--- config.mk ---
export PLATFORM = sky130hd
export DESIGN_NAME = sha256_stream_hasher
export DESIGN_NICKNAME = d
export VERILOG_FILES = /design/src/rtl/core/sha256_pkg.sv /design/src/rtl/core/sha256_ctrl.sv /design/src/rtl/core/sha256_dp.sv /design/src/rtl/core/sha256_stream_hasher.sv
export SDC_FILE = /design/constraint.sdc
export NUM_CORES = 2
export LEC_CHECK = 0
export BUFFER_PORTS_ARGS = -buffer_cell sky130_fd_sc_hd__buf_2
export CELL_PAD_IN_SITES_DETAIL_PLACEMENT = 1
export CELL_PAD_IN_SITES_GLOBAL_PLACEMENT = 1
export CORE_ASPECT_RATIO = 1.1
export CORE_MARGIN = 2
export CORE_UTILIZATION = 45
export CTS_CLUSTER_DIAMETER = 100
export DETAILED_ROUTE_END_ITERATION = 12
export GPL_TIMING_DRIVEN = 0
export PLACE_DENSITY = 0.77
export SYNTH_ARGS = -nofsm -noshare
export SYNTH_HDL_FRONTEND = slang
export SYNTH_SLANG_ARGS = --single-unit
--- constraint.sdc ---
create_clock -name clk -period 18.4 [get_ports clk]
set_input_delay 4.6 -clock clk [delete_from_list [all_inputs] [get_ports clk]]
set_output_delay 4.6 -clock clk [all_outputs]
set_load 0.01 [all_outputs]
--- src/rtl/core/sha256_pkg.sv ---
// ---------------------------------------------------------------------------
// SHA-256 package
// Shared types, constants and a rotate helper for the stream hasher.
// ---------------------------------------------------------------------------
package sha256_pkg;

    localparam int WordBits   = 32;
    localparam int DigestWords = 8;
    localparam int BlockBytes = 64;
    localparam int LengthOffset = 56;
    localparam logic [7:0] PadMark = 8'h80;

    // controller states
    typedef enum logic [2:0] {
        ST_IDLE,
        ST_PAD,
        ST_FILL,
        ST_LOAD,
        ST_ROUND,
        ST_FOLD,
        ST_EMIT
    } state_t;

    // where the controller goes once a block is folded into the chain
    typedef enum logic [1:0] {
        POST_IDLE,
        POST_PAD,
        POST_FILL,
        POST_EMIT
    } post_t;

    // controller -> datapath commands
    typedef struct packed {
        logic       wr_byte;    // shift wr_data into the block, count++
        logic       wr_pad;     // shift wr_data into the block
        logic [7:0] wr_data;
        logic       comp_start; // load working vars from chain
        logic       comp_round; // run one round
        logic       comp_fold;  // add working vars into chain
        logic       emit_next;  // step to the next digest word
        logic       restart;    // chain, count and digest word index to initial values
    } cmd_t;

    // datapath -> controller status
    typedef struct packed {
        logic [63:0] byte_count;
        logic [5:0]  round;
    } stat_t;

    localparam logic [31:0] InitHash [DigestWords] = '{
        32'h6a09e667, 32'hbb67ae85, 32'h3c6ef372, 32'ha54ff53a,
        32'h510e527f, 32'h9b05688c, 32'h1f83d9ab, 32'h5be0cd19
    };

    localparam logic [31:0] RoundConst [64] = '{
        32'h428a2f98, 32'h71374491, 32'hb5c0fbcf, 32'he9b5dba5,
        32'h3956c25b, 32'h59f111f1, 32'h923f82a4, 32'hab1c5ed5,
        32'hd807aa98, 32'h12835b01, 32'h243185be, 32'h550c7dc3,
        32'h72be5d74, 32'h80deb1fe, 32'h9bdc06a7, 32'hc19bf174,
        32'he49b69c1, 32'hefbe4786, 32'h0fc19dc6, 32'h240ca1cc,
        32'h2de92c6f, 32'h4a7484aa, 32'h5cb0a9dc, 32'h76f988da,
        32'h983e5152, 32'ha831c66d, 32'hb00327c8, 32'hbf597fc7,
        32'hc6e00bf3, 32'hd5a79147, 32'h06ca6351, 32'h14292967,
        32'h27b70a85, 32'h2e1b2138, 32'h4d2c6dfc, 32'h53380d13,
        32'h650a7354, 32'h766a0abb, 32'h81c2c92e, 32'h92722c85,
        32'ha2bfe8a1, 32'ha81a664b, 32'hc24b8b70, 32'hc76c51a3,
        32'hd192e819, 32'hd6990624, 32'hf40e3585, 32'h106aa070,
        32'h19a4c116, 32'h1e376c08, 32'h2748774c, 32'h34b0bcb5,
        32'h391c0cb3, 32'h4ed8aa4a, 32'h5b9cca4f, 32'h682e6ff3,
        32'h748f82ee, 32'h78a5636f, 32'h84c87814, 32'h8cc70208,
        32'h90befffa, 32'ha4506ceb, 32'hbef9a3f7, 32'hc67178f2
    };

    function automatic logic [31:0] rotr(input logic [31:0] x, input int n);
        return (x >> n) | (x << (32 - n));
    endfunction

endpackage

--- src/rtl/core/sha256_ctrl.sv ---
// ---------------------------------------------------------------------------
// SHA-256 controller
// Sequences byte absorb, padding, rounds and digest output.
// ---------------------------------------------------------------------------
module sha256_ctrl
(
    input  logic               clk,
    input  logic               rst_n,
    input  logic               in_beat,
    input  logic [7:0]         in_byte,
    input  logic               in_present,
    input  logic               in_last,
    input  logic               out_beat,
    input  logic               out_final,
    input  sha256_pkg::stat_t  stat,
    output sha256_pkg::cmd_t   cmd,
    output logic               in_ready,
    output logic               out_busy
);

    sha256_pkg::state_t state_reg, state_next;
    sha256_pkg::post_t  post_reg, post_next;   // target after the chain update
    logic        lenblk_reg, lenblk_next;      // this fill block ends with the length
    logic [5:0]  pos_reg, pos_next;            // fill write offset
    logic [5:0]  off;
    logic [63:0] len_bits;

    assign off      = stat.byte_count[5:0];
    assign len_bits = {stat.byte_count[60:0], 3'b000};

    // state register
    always_ff @(posedge clk or negedge rst_n)
    begin
        if (!rst_n)
        begin
            state_reg  <= sha256_pkg::ST_IDLE;
            post_reg   <= sha256_pkg::POST_IDLE;
            lenblk_reg <= 1'b0;
            pos_reg    <= '0;
        end
        else
        begin
            state_reg  <= state_next;
            post_reg   <= post_next;
            lenblk_reg <= lenblk_next;
            pos_reg    <= pos_next;
        end
    end

    // next state
    always_comb
    begin
        state_next  = state_reg;
        post_next   = post_reg;
        lenblk_next = lenblk_reg;
        pos_next    = pos_reg;
        case (state_reg)
            sha256_pkg::ST_IDLE:
            begin
                if (in_beat)
                begin
                    // a byte at offset 63 completes the block
                    if (in_present && off == 6'd63)
                    begin
                        state_next = sha256_pkg::ST_LOAD;
                        post_next  = in_last ? sha256_pkg::POST_PAD : sha256_pkg::POST_IDLE;
                    end
                    else if (in_last)
                        state_next = sha256_pkg::ST_PAD;
                end
            end
            sha256_pkg::ST_PAD:
            begin
                // 0x80 at the current offset; length fits only below offset 56
                pos_next    = off + 6'd1;
                lenblk_next = (off < 6'(sha256_pkg::LengthOffset)) || (off == 6'd63);
                if (off == 6'd63)
                begin
                    state_next = sha256_pkg::ST_LOAD;
                    post_next  = sha256_pkg::POST_FILL;
                end
                else
                    state_next = sha256_pkg::ST_FILL;
            end
            sha256_pkg::ST_FILL:
            begin
                // one byte a cycle up to the end of the block
                pos_next = pos_reg + 6'd1;
                if (pos_reg == 6'd63)
                begin
                    state_next  = sha256_pkg::ST_LOAD;
                    post_next   = lenblk_reg ? sha256_pkg::POST_EMIT : sha256_pkg::POST_FILL;
                    lenblk_next = 1'b1;
                end
            end
            sha256_pkg::ST_LOAD:
                state_next = sha256_pkg::ST_ROUND;
            sha256_pkg::ST_ROUND:
            begin
                if (stat.round == 6'd63)
                    state_next = sha256_pkg::ST_FOLD;
            end
            sha256_pkg::ST_FOLD:
            begin
                case (post_reg)
                    sha256_pkg::POST_PAD:  state_next = sha256_pkg::ST_PAD;
                    sha256_pkg::POST_FILL: state_next = sha256_pkg::ST_FILL;
                    sha256_pkg::POST_EMIT: state_next = sha256_pkg::ST_EMIT;
                    default:               state_next = sha256_pkg::ST_IDLE;
                endcase
            end
            sha256_pkg::ST_EMIT:
            begin
                if (out_beat && out_final)
                    state_next = sha256_pkg::ST_IDLE;
            end
            default: state_next = sha256_pkg::ST_IDLE;
        endcase
    end

    // outputs
    always_comb
    begin
        cmd      = '0;
        in_ready = (state_reg == sha256_pkg::ST_IDLE);
        out_busy = (state_reg == sha256_pkg::ST_EMIT);
        case (state_reg)
            sha256_pkg::ST_IDLE:
            begin
                cmd.wr_byte = in_beat && in_present;
                cmd.wr_data = in_byte;
            end
            sha256_pkg::ST_PAD:
            begin
                cmd.wr_pad  = 1'b1;
                cmd.wr_data = sha256_pkg::PadMark;
            end
            sha256_pkg::ST_FILL:
            begin
                // zeros, then in a length block the big-endian bit length in the last eight bytes
                cmd.wr_pad = 1'b1;
                if (lenblk_reg && pos_reg >= 6'(sha256_pkg::LengthOffset))
                    cmd.wr_data = len_bits[{~pos_reg[2:0], 3'b000} +: 8];
            end
            sha256_pkg::ST_LOAD:
                cmd.comp_start = 1'b1;
            sha256_pkg::ST_ROUND:
                cmd.comp_round = 1'b1;
            sha256_pkg::ST_FOLD:
                cmd.comp_fold = 1'b1;
            sha256_pkg::ST_EMIT:
            begin
                cmd.emit_next = out_beat;
                cmd.restart   = out_beat && out_final;
            end
            default: ;
        endcase
    end

endmodule

--- src/rtl/core/sha256_dp.sv ---
// ---------------------------------------------------------------------------
// SHA-256 datapath
// Block shift register and schedule window, round unit, chain words and
// digest word select.
// ---------------------------------------------------------------------------
module sha256_dp
(
    input  logic               clk,
    input  logic               rst_n,
    input  sha256_pkg::cmd_t   cmd,
    output sha256_pkg::stat_t  stat,
    output logic [31:0]        out_word,
    output logic               out_final
);

    // block bytes shift in at the bottom; during rounds it is the schedule
    // window with the oldest word at the top
    logic [511:0] blk_reg;
    logic [31:0]  v_reg [8];
    logic [31:0]  h_reg [8];
    logic [63:0]  cnt_reg;
    logic [5:0]   rnd_reg;
    logic [2:0]   word_reg;

    logic [31:0] w_old, w_p1, w_p9, w_p14;
    logic [31:0] w_cur, s0, s1, t1, t2, big0, big1, ch, maj;

    assign w_old = blk_reg[511:480];
    assign w_p1  = blk_reg[479:448];
    assign w_p9  = blk_reg[223:192];
    assign w_p14 = blk_reg[63:32];

    // block bytes, then schedule window
    always_ff @(posedge clk)
    begin
        if (cmd.wr_byte || cmd.wr_pad)
            blk_reg <= {blk_reg[503:0], cmd.wr_data};
        else if (cmd.comp_round)
            blk_reg <= {blk_reg[479:0], w_cur};
    end

    // byte count and chain
    always_ff @(posedge clk or negedge rst_n)
    begin
        if (!rst_n)
        begin
            cnt_reg <= '0;
            for (int i = 0; i < 8; i++)
                h_reg[i] <= sha256_pkg::InitHash[i];
        end
        else
        begin
            if (cmd.restart)
                cnt_reg <= '0;
            else if (cmd.wr_byte)
                cnt_reg <= cnt_reg + 64'd1;
            if (cmd.restart)
            begin
                for (int i = 0; i < 8; i++)
                    h_reg[i] <= sha256_pkg::InitHash[i];
            end
            else if (cmd.comp_fold)
            begin
                for (int i = 0; i < 8; i++)
                    h_reg[i] <= h_reg[i] + v_reg[i];
            end
        end
    end

    // schedule word: block words for rounds 0..15, recurrence after
    always_comb
    begin
        s0 = sha256_pkg::rotr(w_p1, 7) ^ sha256_pkg::rotr(w_p1, 18) ^ (w_p1 >> 3);
        s1 = sha256_pkg::rotr(w_p14, 17) ^ sha256_pkg::rotr(w_p14, 19) ^ (w_p14 >> 10);
        if (rnd_reg < 6'd16)
            w_cur = w_old;
        else
            w_cur = s1 + w_p9 + s0 + w_old;
    end

    // round function on the working set
    always_comb
    begin
        big1 = sha256_pkg::rotr(v_reg[4], 6) ^ sha256_pkg::rotr(v_reg[4], 11) ^
               sha256_pkg::rotr(v_reg[4], 25);
        ch   = (v_reg[4] & v_reg[5]) ^ (~v_reg[4] & v_reg[6]);
        t1   = v_reg[7] + big1 + ch + sha256_pkg::RoundConst[rnd_reg] + w_cur;
        big0 = sha256_pkg::rotr(v_reg[0], 2) ^ sha256_pkg::rotr(v_reg[0], 13) ^
               sha256_pkg::rotr(v_reg[0], 22);
        maj  = (v_reg[0] & v_reg[1]) ^ (v_reg[0] & v_reg[2]) ^ (v_reg[1] & v_reg[2]);
        t2   = big0 + maj;
    end

    // round counter
    always_ff @(posedge clk or negedge rst_n)
    begin
        if (!rst_n)
            rnd_reg <= '0;
        else if (cmd.comp_start)
            rnd_reg <= '0;
        else if (cmd.comp_round)
            rnd_reg <= rnd_reg + 6'd1;
    end

    // working variables
    always_ff @(posedge clk)
    begin
        if (cmd.comp_start)
        begin
            for (int i = 0; i < 8; i++)
                v_reg[i] <= h_reg[i];
        end
        else if (cmd.comp_round)
        begin
            v_reg[0] <= t1 + t2;
            v_reg[1] <= v_reg[0];
            v_reg[2] <= v_reg[1];
            v_reg[3] <= v_reg[2];
            v_reg[4] <= v_reg[3] + t1;
            v_reg[5] <= v_reg[4];
            v_reg[6] <= v_reg[5];
            v_reg[7] <= v_reg[6];
        end
    end

    // digest word index, word 0 first
    always_ff @(posedge clk or negedge rst_n)
    begin
        if (!rst_n)
            word_reg <= '0;
        else if (cmd.restart)
            word_reg <= '0;
        else if (cmd.emit_next)
            word_reg <= word_reg + 3'd1;
    end

    assign out_word  = h_reg[word_reg];
    assign out_final = (word_reg == 3'd7);
    assign stat.byte_count = cnt_reg;
    assign stat.round      = rnd_reg;

endmodule

--- src/rtl/core/sha256_stream_hasher.sv ---
// The first digest word follows the final beat once the pad fill (one byte a
// cycle) and one or two block compressions are done. Throughput: one data beat
// a cycle while idle; a beat that fills a block holds tready low through load,
// 64 rounds and chain update; digest beats one a cycle while m_tready is high.
// Reset (rst_n low, async) loads the initial hash and clears the count.
// ---------------------------------------------------------------------------
// SHA-256 stream hasher, top level
// Byte stream in, eight digest words out.
// ---------------------------------------------------------------------------
module sha256_stream_hasher
(
    input  logic        clk,
    input  logic        rst_n,
    input  logic        s_tvalid,
    output logic        s_tready,
    input  logic [7:0]  s_tdata,   // [7:0] data_byte
    input  logic        s_tuser,   // byte_present
    input  logic        s_tlast,   // end_of_message
    output logic        m_tvalid,
    input  logic        m_tready,
    output logic [31:0] m_tdata,   // [31:0] digest_word
    output logic        m_tlast    // digest_last
);

    sha256_pkg::cmd_t  cmd;
    sha256_pkg::stat_t stat;
    logic out_busy, out_final, in_ready;

    sha256_ctrl u_ctrl
    (
        .clk        (clk),
        .rst_n      (rst_n),
        .in_beat    (s_tvalid && in_ready),
        .in_byte    (s_tdata),
        .in_present (s_tuser),
        .in_last    (s_tlast),
        .out_beat   (out_busy && m_tready),
        .out_final  (out_final),
        .stat       (stat),
        .cmd        (cmd),
        .in_ready   (in_ready),
        .out_busy   (out_busy)
    );

    sha256_dp u_dp
    (
        .clk       (clk),
        .rst_n     (rst_n),
        .cmd       (cmd),
        .stat      (stat),
        .out_word  (m_tdata),
        .out_final (out_final)
    );

    assign s_tready = in_ready;
    assign m_tvalid = out_busy;
    assign m_tlast  = out_final;

endmodule

==> metrics.log <==
[metrics] crit-path leading delay family: adder cells
[metrics] worst endpoint data arrival time: 13.34 ns
[metrics] XOR/XNOR Fraction of Synth Area: 7.280%
[metrics] number of setup buffers added after CTS: 0
[metrics] hold buffer count at CTS: 0
[metrics] routed len/inst: 30.04 um
[metrics] cell type with the highest aggregate area in the netlist: edfxtp_1
[metrics] die footprint: 0.1720 mm2
[metrics] type of element launching the critical path: register
[metrics] cell type of the slowest stage on the worst timing path: dfrtp_1
[metrics] instance count along the most critical hold path: 1
[metrics] FF-to-FF End: u_dp.v_reg[0][24]$_DFFE_PP_
[metrics] worst slew pin tran: 1.664 ns
[metrics] top-count cell post-synth: nand2_1
[metrics] synthesized-area fraction occupied by and/or/nand/nor cells: 17.34%
[metrics] Hold Crit Class: register to register
[metrics] height of the die: 434.8 um
[metrics] cell area after technology mapping: 0.07591 mm2
[metrics] gp weighted congestion: 1.005
[metrics] fraction of synthesized cell area taken by the top area cell type: 30.38%
[metrics] fraction of the mapped netlist area in compound gates: 13.08%
[metrics] Die Wd: 395.6 um
[metrics] largest net degree at the start of global routing: 113
[metrics] unrepaired setup endpoints after global routing: false
[metrics] Post-Synth Adder-Cell Area: 12.10%
[metrics] largest cells by area after synthesis: edfxtp_1 30%, nand2_1 11%, ha_1 6.7%
[metrics] result of the run: finished with violations
[metrics] layout-stage area growth over the synthesis result: 10.52%
[metrics] vias in the first global route: 68,660
[metrics] vias per inst: 6.037
[metrics] maximum clock frequency: 78.21 MHz
[metrics] most used flip-flop cell after synthesis: edfxtp_1
[metrics] count of flip-flops with a built-in enable after synthesis: 768
[metrics] number of antenna violations at the first check in global routing: 10
[metrics] H-tree levels: 4
[metrics] clock tree buffer depth: 3
[metrics] launch instance of the worst register-to-register path: u_dp.rnd_reg[2]$_DFFE_PN0P_
[metrics] DRC marker count from the first detailed-route iteration: 5,255
[metrics] destination of the worst hold path: u_dp.h_reg[63]$_DFFE_PN0P_
[metrics] final core utilization: 49.93%
[metrics] count of buffer and inverter cells on the critical path: 9
[metrics] final count of hold timing violations: 0
[metrics] data required time of the worst path: 18.95 ns
[metrics] overall overflow remaining after global route: 0
[metrics] core footprint: 0.1680 mm2
[metrics] mux contribution to synthesized area: 4.548%
[metrics] cts bufs inserted: 136
[metrics] first-pass GRT wire length: 467.2 mm
[metrics] total of cells resized after clock tree synthesis: 0
[metrics] io pins: 49
[metrics] max_cap viols: 7
[metrics] type of destination of the critical path: register
[metrics] DRC viols: 0
[metrics] critical path class: register to register
[metrics] worst setup slack for register-to-register paths: 5.61 ns
[metrics] Hold Path Origin: u_dp.h_reg[63]$_DFFE_PN0P_
[metrics] All-Layer GR Usage: 37.21%
[metrics] NumNets Final: 9,019
[metrics] max incr delay on CP: 0.78 ns
[metrics] Pins Over Slew Limit: 58
[metrics] TritonCTS clock tree: built
[metrics] failing checks: capacitance limit, slew limit
[metrics] final period demand of the worst path: 12.79 ns
[metrics] mean area per synthesized cell: 9.264 um2
[metrics] clock transition at the register clock pins on the worst setup and hold paths after CTS: 0.07 ns
[metrics] detailed-routing iteration count for the pre-antenna-repair pass: 7
[metrics] worst skew pair latency: 0.84 ns
[metrics] fin crit share: 69.49%
[metrics] proportion of register bits with asynchronous set or reset after synthesis: 30.56%
[metrics] sequential element share of the synthesized area: 41.75%
[metrics] total number of yosys warnings: 0
[metrics] maximum clock skew at final layout: 0.05493 ns
[metrics] dominant combinational cell family by area after synthesis: simple AND/OR/NAND/NOR gates
[metrics] syn nets: 8,810
[metrics] Vias: 64,950
[metrics] top cells by instance count after synthesis: 2,206 x nand2_1, 768 x edfxtp_1, 499 x a21oi_1
[metrics] Largest register FFs: 512
[metrics] number of different library cells in the post-synthesis netlist: 91
[metrics] R2R depth: 39
[metrics] maximum fanout encountered on the critical timing path: 22
[metrics] HPWL Detailed: 252.0 mm
[metrics] register bit total from synthesis: 1,106
[metrics] Clk Tree Root Cell: clkbuf_16
[metrics] quantity of I/O buffers inserted on ports: 48
[metrics] standard-cell rows: 158
[metrics] proportion of layout cells with a drive suffix above 1: 7.775%
[metrics] Antenna Violating Nets Remaining: 0
[metrics] synthesized netlist cell count: 8,194
[metrics] worst-case headroom to the max-slew limit: -10.94%
[metrics] starting utilization of the core area: 45.17%
[metrics] clk sinks: 1,106
[metrics] final WL: 323.2 mm
[metrics] number of failing setup endpoints in the final timing report: 0
## worst register-to-register path, delay by kind of cell (launching register included)
family	cells	cell delay [ns]
fa+ha+maj	8	3.73
compound gates	17	3.63
buf+inv	9	2.41
flops	1	0.78
simple gates	3	1.11
xor+xnor	2	0.84
## metrics by stage
stage	TNS, ns	worst slack, ns	instances	hold WS, ns	cell area (um2)
after floorplan	0	0.7849	8194	0.4578	75910
after global placement	-3183.07	-6.305	10480	0.4889	78950
after detailed placement	0	5.846	10500	0.4927	79470
after CTS	0	5.847	10750	0.5082	83860
after global routing	0	5.323	10750	0.5357	83880
final	0	5.614	10760	0.5149	83900
## worst max-delay path by stage
| stage | from | end | slack, ns | depth (start not counted) |
|---|---|---|---|---|
| after global routing | u_dp.rnd_reg[2]$_DFFE_PN0P_ | u_dp.v_reg[0][24]$_DFFE_PP_ | 5.32 | 39 |
| after CTS | u_dp.blk_reg[44]$_DFFE_PP_ | u_dp.v_reg[0][30]$_DFFE_PP_ | 5.85 | 40 |
| after global placement | s_tuser | u_dp.blk_reg[362]$_DFFE_PP_ | -6.30 | 8 |
| after floorplan | s_tuser | u_dp.blk_reg[0]$_DFFE_PP_ | 0.78 | 7 |
| after detailed placement | u_dp.blk_reg[44]$_DFFE_PP_ | u_dp.v_reg[0][30]$_DFFE_PP_ | 5.85 | 40 |
| final | u_dp.rnd_reg[2]$_DFFE_PN0P_ | u_dp.v_reg[0][24]$_DFFE_PP_ | 5.61 | 39 |
## final cells by class
class | count | area [um2]
buffer | 456 | 1737
sequential | 1106 | 31690
clock buffer | 186 | 3817
tap | 2240 | 2803
inverter | 333 | 1257
multi-input combinational | 6299 | 41280
timing repair buffer | 71 | 718.2
fill | 19260 | 84140
antenna | 5 | 12.51
clock inverter | 63 | 579.3
## metal layers
metal | track usage (%) | share of wire, % | routed length, um
met2 | 60.52 | 47 | 151200
met4 | 30.69 | 9.8 | 31600
met1 | 42.93 | 37 | 120200
met5 | 0 | 0.0080 | 26
met3 | 6.469 | 6.2 | 20170
## cells by family after synthesis
| kind of cell | count (synthesis) |
|---|---|
| adder cells (fa/ha/maj) | 621 |
| AND/OR/NAND/NOR | 3196 |
| buffers and inverters | 789 |
| multiplexers | 229 |
| flip-flops | 1106 |
| XOR/XNOR | 631 |
| AO/OA/AOI/OAI | 1622 |
## cells in the final DEF (no fill, tap or decap), types with 195 or more instances in the layout
cell type and count:
nand2_1 2205, xor2_1 255, fa_1 195, a21oi_1 498, edfxtp_1 768, nor2_1 425
xnor2_1 376, ha_1 407, inv_1 330, clkbuf_1 435, dfrtp_1 202, o21ai_0 487
Power is not shown: default switching activity piles up to over one toggle a cycle in this logic, so the estimate is an artifact.
